===== src/hw/rtl/snp_pkg.sv =====
// ----------------------------------------------------------------------------
// snp_pkg
// Shared types and constants for the sensor packet parser: request structs,
// status codes and header characters.
// ----------------------------------------------------------------------------
package snp_pkg;

  // Header characters
  localparam logic [7:0] HDR_S = 8'h73;  // 's'
  localparam logic [7:0] HDR_N = 8'h6E;  // 'n'
  localparam logic [7:0] HDR_P = 8'h70;  // 'p'

  // Checksum seed once the header has been seen: 's' + 'n' + 'p'
  localparam logic [15:0] HDR_SUM = 16'({8'd0, HDR_S} + {8'd0, HDR_N} + {8'd0, HDR_P});

  // Buffer length below which a broken buffer reports TOO_SHORT
  localparam logic [2:0] MIN_BUF_LEN = 3'd7;

  // Status codes
  localparam logic [2:0] ST_OK         = 3'd0;
  localparam logic [2:0] ST_TOO_SHORT  = 3'd1;
  localparam logic [2:0] ST_NO_HEADER  = 3'd2;
  localparam logic [2:0] ST_INCOMPLETE = 3'd3;
  localparam logic [2:0] ST_BAD_CSUM   = 3'd4;

  // Result queue depth (must be a power of two, at least two)
  localparam int unsigned RQ_DEPTH = 4;

  typedef struct packed {
    logic [7:0] rx_byte;
    logic       buffer_end;
  } snp_in_t;

  typedef struct packed {
    logic       is_status;
    logic [7:0] payload_byte;
    logic [5:0] payload_index;
    logic [2:0] status;
    logic [7:0] register_address;
    logic [7:0] packet_type;
    logic [5:0] payload_length;
    logic       end_of_run;
  } snp_out_t;

endpackage


===== src/hw/rtl/snp_sensor_packet_parser.sv =====
// ----------------------------------------------------------------------------
// snp_sensor_packet_parser
// Byte-serial 'snp' packet parser: finds the header in each receive buffer,
// streams the payload and reports one status per buffer.
// ----------------------------------------------------------------------------
//
//   channel  dir  handshake             payload
//   -------  ---  --------------------  -------------------------------------
//   in_      in   in_valid / in_ready   snp_in_t  (rx_byte, buffer_end)
//   out_     out  out_valid / out_ready snp_out_t (payload byte or status)
//
// One byte per cycle while in_ready is high: each accepted request updates the
// parse state in the same cycle and pushes zero, one or two results into a
// small result queue. A byte that both carries payload and ends the buffer
// yields two results. in_ready drops only when the queue has fewer than two
// free slots, so a stalled output side throttles the input after two or three
// requests that produce results.
// rst_n is synchronous, active low; it clears the parse state and the queue.
//
module snp_sensor_packet_parser #(
  parameter int unsigned RqDepth = snp_pkg::RQ_DEPTH
) (
  input  logic             clk,
  input  logic             rst_n,
  input  logic             in_valid,
  output logic             in_ready,
  input  snp_pkg::snp_in_t in_data,
  output logic             out_valid,
  input  logic             out_ready,
  output snp_pkg::snp_out_t out_data
);
  import snp_pkg::*;

  localparam int unsigned PtrW = $clog2(RqDepth);
  localparam int unsigned CntW = PtrW + 1;

  // One-hot parse phase
  typedef enum logic [6:0] {
    PH_SEARCH = 7'b0000001,
    PH_TYPE   = 7'b0000010,
    PH_ADDR   = 7'b0000100,
    PH_PAY    = 7'b0001000,
    PH_CKH    = 7'b0010000,
    PH_CKL    = 7'b0100000,
    PH_DONE   = 7'b1000000
  } phase_t;

  // Parse state
  phase_t      phase_r,  phase_nxt;
  logic [15:0] prev_r,   prev_nxt;    // last two bytes, newest low
  logic [2:0]  bcnt_r,   bcnt_nxt;    // bytes in buffer, saturating
  logic [7:0]  type_r,   type_nxt;
  logic [7:0]  addr_r,   addr_nxt;
  logic [5:0]  len_r,    len_nxt;
  logic [5:0]  pcnt_r,   pcnt_nxt;
  logic [15:0] sum_r,    sum_nxt;
  logic [7:0]  ckh_r,    ckh_nxt;

  // Results from this byte
  snp_out_t    res_a, res_b;
  logic        vld_a, vld_b;

  // Result queue
  snp_out_t            rq_mem [RqDepth];
  logic [PtrW-1:0]     wr_ptr_r, wr_ptr_nxt;
  logic [PtrW-1:0]     rd_ptr_r, rd_ptr_nxt;
  logic [CntW-1:0]     cnt_r,    cnt_nxt;

  logic        accept;
  logic        pop;
  logic [1:0]  push_n;
  logic [5:0]  pcnt_inc;
  logic [7:0]  b;

  assign b        = in_data.rx_byte;
  // Room for two results is always kept for the next byte
  assign in_ready = (cnt_r <= CntW'(RqDepth - 2));
  assign accept   = in_valid && in_ready;
  assign out_valid = (cnt_r != '0);
  assign out_data  = rq_mem[rd_ptr_r];
  assign pop       = out_valid && out_ready;
  assign pcnt_inc  = pcnt_r + 6'd1;

  // --------------------------------------------------------------------------
  // Per-byte parse step
  // --------------------------------------------------------------------------
  always_comb begin
    phase_nxt = phase_r;
    prev_nxt  = {prev_r[7:0], b};
    bcnt_nxt  = (bcnt_r < MIN_BUF_LEN) ? bcnt_r + 3'd1 : bcnt_r;
    type_nxt  = type_r;
    addr_nxt  = addr_r;
    len_nxt   = len_r;
    pcnt_nxt  = pcnt_r;
    sum_nxt   = sum_r;
    ckh_nxt   = ckh_r;

    res_a = '0;
    res_b = '0;
    vld_a = 1'b0;
    vld_b = 1'b0;

    case (phase_r)
      PH_SEARCH: begin
        if (prev_r[15:8] == HDR_S && prev_r[7:0] == HDR_N && b == HDR_P) begin
          sum_nxt   = HDR_SUM;
          phase_nxt = PH_TYPE;
        end
      end
      PH_TYPE: begin
        type_nxt = b;
        // bit 7 has-data, bit 6 batch, bits 5..2 batch count
        if (!b[7])      len_nxt = 6'd0;
        else if (b[6])  len_nxt = {b[5:2], 2'b00};
        else            len_nxt = 6'd4;
        sum_nxt   = sum_r + {8'd0, b};
        phase_nxt = PH_ADDR;
      end
      PH_ADDR: begin
        addr_nxt  = b;
        sum_nxt   = sum_r + {8'd0, b};
        pcnt_nxt  = 6'd0;
        phase_nxt = (len_r != 6'd0) ? PH_PAY : PH_CKH;
      end
      PH_PAY: begin
        vld_a                  = 1'b1;
        res_a.is_status        = 1'b0;
        res_a.payload_byte     = b;
        res_a.payload_index    = pcnt_r;
        res_a.status           = ST_OK;
        res_a.register_address = addr_r;
        res_a.packet_type      = type_r;
        res_a.payload_length   = len_r;
        sum_nxt  = sum_r + {8'd0, b};
        pcnt_nxt = pcnt_inc;
        if (pcnt_inc >= len_r) phase_nxt = PH_CKH;
      end
      PH_CKH: begin
        ckh_nxt   = b;
        phase_nxt = PH_CKL;
      end
      PH_CKL: begin
        vld_a                  = 1'b1;
        res_a.is_status        = 1'b1;
        res_a.status           = ({ckh_r, b} == sum_r) ? ST_OK : ST_BAD_CSUM;
        res_a.register_address = addr_r;
        res_a.packet_type      = type_r;
        res_a.payload_length   = len_r;
        phase_nxt = PH_DONE;
      end
      PH_DONE: begin
        phase_nxt = PH_DONE;
      end
      default: begin
        phase_nxt = PH_DONE;
      end
    endcase

    // Buffer end: report a buffer with no finished packet, then drop all buffer state
    if (in_data.buffer_end) begin
      if (phase_nxt != PH_DONE) begin
        vld_b                  = 1'b1;
        res_b.is_status        = 1'b1;
        if (bcnt_nxt < MIN_BUF_LEN)    res_b.status = ST_TOO_SHORT;
        else if (phase_nxt == PH_SEARCH) res_b.status = ST_NO_HEADER;
        else                             res_b.status = ST_INCOMPLETE;
        res_b.register_address = addr_nxt;
        res_b.packet_type      = type_nxt;
        res_b.payload_length   = len_nxt;
      end
      phase_nxt = PH_SEARCH;
      prev_nxt  = '0;
      bcnt_nxt  = '0;
      type_nxt  = '0;
      addr_nxt  = '0;
      len_nxt   = '0;
      pcnt_nxt  = '0;
      sum_nxt   = '0;
      ckh_nxt   = '0;
    end

    res_a.end_of_run = !vld_b;
    res_b.end_of_run = 1'b1;
  end

  // --------------------------------------------------------------------------
  // Result queue bookkeeping
  // --------------------------------------------------------------------------
  always_comb begin
    push_n = '0;
    if (accept) push_n = {1'b0, vld_a} + {1'b0, vld_b};
    wr_ptr_nxt = wr_ptr_r + PtrW'(push_n);
    rd_ptr_nxt = pop ? rd_ptr_r + PtrW'(1) : rd_ptr_r;
    cnt_nxt    = cnt_r + CntW'(push_n) - CntW'(pop);
  end

  always_ff @(posedge clk) begin
    if (!rst_n) begin
      phase_r  <= PH_SEARCH;
      prev_r   <= '0;
      bcnt_r   <= '0;
      type_r   <= '0;
      addr_r   <= '0;
      len_r    <= '0;
      pcnt_r   <= '0;
      sum_r    <= '0;
      ckh_r    <= '0;
      wr_ptr_r <= '0;
      rd_ptr_r <= '0;
      cnt_r    <= '0;
    end else begin
      if (accept) begin
        phase_r <= phase_nxt;
        prev_r  <= prev_nxt;
        bcnt_r  <= bcnt_nxt;
        type_r  <= type_nxt;
        addr_r  <= addr_nxt;
        len_r   <= len_nxt;
        pcnt_r  <= pcnt_nxt;
        sum_r   <= sum_nxt;
        ckh_r   <= ckh_nxt;
      end
      wr_ptr_r <= wr_ptr_nxt;
      rd_ptr_r <= rd_ptr_nxt;
      cnt_r    <= cnt_nxt;
    end
  end

  // Queue storage: first result at the write pointer, second right after it
  always_ff @(posedge clk) begin
    if (accept) begin
      if (vld_a) begin
        rq_mem[wr_ptr_r] <= res_a;
        if (vld_b) rq_mem[wr_ptr_r + PtrW'(1)] <= res_b;
      end else if (vld_b) begin
        rq_mem[wr_ptr_r] <= res_b;
      end
    end
  end

endmodule


===== config.mk =====
export PLATFORM = sky130hd
export DESIGN_NAME = snp_sensor_packet_parser
export DESIGN_NICKNAME = d
export VERILOG_FILES = /design/src/hw/rtl/snp_pkg.sv /design/src/hw/rtl/snp_sensor_packet_parser.sv
export SDC_FILE = /design/constraint.sdc
export NUM_CORES = 1
export LEC_CHECK = 0
export BUFFER_PORTS_ARGS = -buffer_cell sky130_fd_sc_hd__buf_2
export CAP_MARGIN = 10
export CORE_MARGIN = 4
export CORE_UTILIZATION = 25
export CTS_BUF_LIST = sky130_fd_sc_hd__clkbuf_4
export CTS_CLUSTER_DIAMETER = 200
export DETAILED_ROUTE_END_ITERATION = 10
export GPL_ROUTABILITY_DRIVEN = 1
export GPL_TIMING_DRIVEN = 0
export SYNTH_ARGS = -nofsm -noshare
export SYNTH_HDL_FRONTEND = slang
export SYNTH_SLANG_ARGS = --single-unit

===== constraint.sdc =====
create_clock -name clk -period 3.95 [get_ports clk]
set_input_delay 0.1975 -clock clk [delete_from_list [all_inputs] [get_ports clk]]
set_output_delay 0.1975 -clock clk [all_outputs]
set_load 0.02 [all_outputs]

Yosys cells after proc, flatten, opt, wreduce, memory -nomap -nowiden
Memories as Yosys holds them, arrays and structs flattened. A register that Yosys moved wholly into a read port is not among the register bits.
Cells that the tools add are included.

operators by class
  add/sub/neg operators = 9
  $lt $le $gt $ge = 4
  equal/unequal tests = 13
  mux-type cells = 48
  bitwise operators = 1
  reductions and logical operators = 15

operator list
  kind                number
  $pmux 25 s2         1
  $mux 16             3
  $mux 24             2
  $mux 8              6
  $mux 41             1
  $pmux 7 s5          1
  $pmux 16 s2         1
  $mux 6              5
  $eq 8x7->1 const B  3
  $mux 7              3
  $add 16x8->16       1
  $eq 16x16->1        1
  $mux 1              15
  $eq 7x1->1 const B  2
  $mux 14             1
  $pmux 6 s2          1
  $mux 3              3
  $reduce_bool 3->1   3
  $mux 2              4
  $eq 7x2->1 const B  1
  $eq 7x3->1 const B  1
  $eq 7x4->1 const B  1
  $eq 7x5->1 const B  1
  $eq 7x6->1 const B  1
  other kinds (22)    28

word-level totals
  register bits after elaboration = 85
  RAM bits = 164
  bits of input ports = 13
  output and inout port bits = 43
  logic and storage cells = 103
  memories kept = 1

memory list
  name    depth  bits a word  rd ports  clocked after Yosys merged registers in  wr ports  line                            source
  rq_mem  4      41           1         1                                        2         snp_sensor_packet_parser.sv:64  snp_out_t rq_mem [RqDepth];

Longest topological paths before layout
  depth after elaboration = 13
  depth in mapped cells = 15
  mapped depth without buffers = 13

Worst setup path before layout
OpenSTA, ideal clock, no wires.

  path type = reg2reg
  from = reg phase_r[2]
  to = mem rq_mem[0][10] (netlist name) (enable)
  setup time = 0.380 ns
  data arrival time = 2.647 ns
  required time = 3.570 ns
  slack = 0.923 ns
  stages on the path, launching flop included = 9
  path buffers = 3
  clock period less this slack = 3.027 ns
  cells stage by stage = dfxtp_1 buf_2 or3_4 or4_4 buf_6 a211oi_4 nor2_2 buf_2 inv_1

RTL lines
  what                    line                             source
  start, declared         snp_sensor_packet_parser.sv:49   phase_t phase_r, phase_nxt;
  start signal, assigned  snp_sensor_packet_parser.sv:213  phase_r <= phase_nxt;
  end, declared           snp_sensor_packet_parser.sv:64

Worst setup path after layout
  from = reg cnt_r[2]
  to = reg cnt_r[2]

between the ends
  cells in the longest elaborated chain, start to end = 5
  elaborated cells between the ends (all ways) = 7
  those cells by class = add/sub (2); order compare (1); mux (1); reduce/logical (3)

RTL lines
  what                    line                             source
  start, declared         snp_sensor_packet_parser.sv:67   logic [CntW-1:0] cnt_r, cnt_nxt;
  start signal, assigned  snp_sensor_packet_parser.sv:225  cnt_r <= cnt_nxt;
  $le 3x2->1              snp_sensor_packet_parser.sv:77   assign in_ready = (cnt_r <= CntW'(RqDepth - 2));
  $logic_and 1x1->1       snp_sensor_packet_parser.sv:78   assign accept = in_valid && in_ready;
  $mux 2                  snp_sensor_packet_parser.sv:191  if (accept) push_n = {1'b0, vld_a} + {1'b0, vld_b};
  $add 3x2->3             snp_sensor_packet_parser.sv:194  cnt_nxt = cnt_r + CntW'(push_n) - CntW'(pop);
  $sub 3x1->3 (*)         snp_sensor_packet_parser.sv:194

Mark *: on every way between the ends. The rest lies on a longest branch, timed or not.
A chain may end at the register's enable or synchronous reset.

==> run summary <==
Outcome -> complete, no violations
Worst-path maximum fanout -> 10
Commonest non-fill, non-tap cells in the layout -> dfxtp_1 (151), nand2_1 (143), edfxtp_1 (100)
Syn Nets -> 1250
Critical Path Sink -> cnt_r[2]$_SDFF_PN0_
Vias in the first global route -> 10.4k
VDD IR max -> 165 uV
# DRC -> 0
Core Util, Final -> 29.7%
Relative slew slack -> 26.4%
Via density -> 5.27
Final setup TNS -> 0 ns
Setup CP Type -> reg -> reg
CTS Buf Count -> 67
IO buf count -> 54
Num ports -> 56
CP Data Arrival Time -> 4.22 ns
Slew Limit Fails -> 0
Worst-margin pin slew -> 1.10 ns
Final setup violation count -> 0
Die X -> 229 um
Worst Min Path Start -> in_data[1]
Worst setup path start -> cnt_r[2]$_SDFF_PN0_
Fmax -> 271 MHz
Max cap viols -> 0
Most common cell after layout, fill and taps aside -> dfxtp_1
FP Rows -> 80
Final Hold Vio Count -> 0
CTS Sinks -> 251
CTS root buf -> clkbuf_4
CTS tree -> done
Core box area -> 48000 um^2
Total number of vias -> 10.6k
Pwr dens -> 452 nW/um^2
WHS Path Cells -> 4
Remaining antenna violation count after routing -> 0
Seq cells post-synth -> 251
RR Startpoint -> cnt_r[2]$_SDFF_PN0_
Worst Setup Start Kind -> flop
GRT overflow -> 0
Worst-case reg-to-reg path depth -> 13
Worst EP required -> 4.48 ns
Largest net degree at the start of global routing -> 26
PnR Total Power -> 6.44 mW
CP Capture Type -> flop
EDFF count, synth -> 100
NumNets Final -> 1379
Sequential area share after synthesis -> 49.3%
Synth Cell Area -> 12200 um^2
Clock latency on the worst-skew pair -> 0.71 ns
DP Cell Count -> 1886
Reg clk slew, reported paths -> 0.07 ns
Initial antenna violation count -> 3
First-pass DRT Iterations -> 5
Synth cell types -> 70
Unrepaired setup endpoints after global routing -> false
First-pass GRT wire length -> 60900 um
WL final -> 39600 um
Hold Crit Class -> in -> reg
Non-filler instance count after layout -> 2011
Ys Warns -> 0
Reg2Reg Capture Point -> cnt_r[2]$_SDFF_PN0_
Area grow syn2layout -> 16.6%
Leak -> 4.79 nW
Max Root-Sink Buffers -> 3
Post-Syn Area per Cell -> 10.1 um^2
Synth Instances -> 1215
GRT Total Usage -> 14.7%
Die ar. -> 52500 um^2
Clock period minus worst slack -> 3.69 ns
Initial Util -> 25.4%
HPWL Detailed -> 28100 um
H-tree depth -> 3
Async set or reset register ratio after synthesis -> 0%
Synth Flop Type -> dfxtp_1
Clock Skew -> 0.0655 ns
Reg-to-reg setup timing slack -> 0.26 ns
Tcrit/Tclk final -> 93.4%
Placer Congestion -> 0.939
Die H -> 229 um
Wirelength per Cell -> 19.7 um
1st-iter DRT viols -> 1049
Layout cells sized above 1 -> 17.9%
## flip-flops by register name, indices dropped and copies added (netlist names), named ones only
signal	cells
rq_mem	164
prev_r	16
sum_r	16
addr_r	8
ckh_r	8
type_r	8
phase_r	7
len_r	6
pcnt_r	6
bcnt_r	3
cnt_r	3
rd_ptr_r	2
wr_ptr_r	2
## timing repair
item,in CTS,in global routing
setup buffers,0,0
hold buffers,1,0
setup endpoints to repair,25,0
resized for setup,1,0
hold endpoints to repair,1,0
## cells by family after synthesis
group,count (synthesis),synth area share [%]
AND/OR/NAND/NOR,434,17.2
AO/OA/AOI/OAI,309,16.4
flip-flops,251,49.3
buffers and inverters,115,3.95
multiplexers,56,8.78
XOR/XNOR,28,2.01
adder cells (fa/ha/maj),22,2.37
## critical path, cell delays in order, from the launching register on
cell and delay, ns:
dfxtp_1 0.35, nand2b_1 0.18, a21oi_1 0.49, clkbuf_1 0.56, clkbuf_1 0.47, nand2_1 0.17
ha_1 0.31, inv_1 0.06, ha_1 0.13, inv_1 0.05, fa_1 0.39, xnor2_1 0.19
xnor2_1 0.14, nor2_1 0.06
## Yosys cell counts, types with 13 or more instances
cell type | count | share of area, %
dfxtp_1 | 151 | 25
nand2_1 | 144 | 4.4
edfxtp_1 | 100 | 25
nor2_1 | 95 | 2.9
a21oi_1 | 94 | 3.8
nand3_1 | 74 | 3.0
clkbuf_1 | 57 | 1.8
a22oi_1 | 48 | 2.9
o22ai_1 | 47 | 2.4
o21ai_0 | 45 | 1.8
mux4_2 | 41 | 7.6
buf_2 | 22 | 0.90
xnor2_1 | 22 | 1.6
ha_1 | 20 | 2.0
inv_1 | 18 | 0.55
nor3_1 | 18 | 0.74
mux2i_1 | 15 | 1.2
nor2b_1 | 14 | 0.72
buf_1 | 13 | 0.40
## power by group
part,total (mW),switching [mW],leakage [nW],internal [mW]
combinational,1.24,0.820,2.01,0.423
sequential,2.81,0.0469,2.27,2.76
clock,2.39,1.12,0.515,1.26
## area by class of cell
cell class                      instances  area [um^2]
Buffer                                 96          412
Clock inverter                         22          141
Multi-Input combinational cell        849         5720
Fill cell                            5039        33800
Clock buffer                           97          728
Inverter                               19         71.3
Sequential cell                       251         6030
Antenna cell                            2         5.00
Timing Repair Buffer                   60          378
Tap cell                              615          769
## metal layers
layer | wire length (um) | GRT usage (%) | vias up
met5 | 19 | 0 | -
met4 | 1470 | 5.84 | 2
met3 | 3700 | 3.50 | 119
met2 | 18100 | 23.5 | 536
met1 | 16300 | 19.3 | 5114
li1 | - | - | 4833
## worst min path at each step
| stage | endpoint | slack [ns] |
|---|---|---|
| final | sum_r[0]$_SDFFE_PN0P_ | 0.06 |
| after CTS | rq_mem[3][34]$_SDFFE_PP0N_ | 0.007 |
| after global placement | prev_r[10]$_SDFFE_PN0P_ | 0.44 |
| after global routing | rq_mem[0][34]$_SDFFE_PP0N_ | 0.04 |
| after floorplan | sum_r[8]$_SDFFE_PN0P_ | 0.36 |
| after detailed placement | prev_r[10]$_SDFFE_PN0P_ | 0.44 |
## stage by stage
step                area [um^2]  worst slack [ns]  hold slack, ns
CTS                       14200             0.113         0.00747
detailed placement        13300            -0.133           0.442
global placement          13300           -0.0400           0.438
floorplan                 12200             0.923           0.356
global route              14200            0.0740          0.0448
finish                    14200             0.259          0.0621
Note: power is estimated with default switching activity, not from simulation.
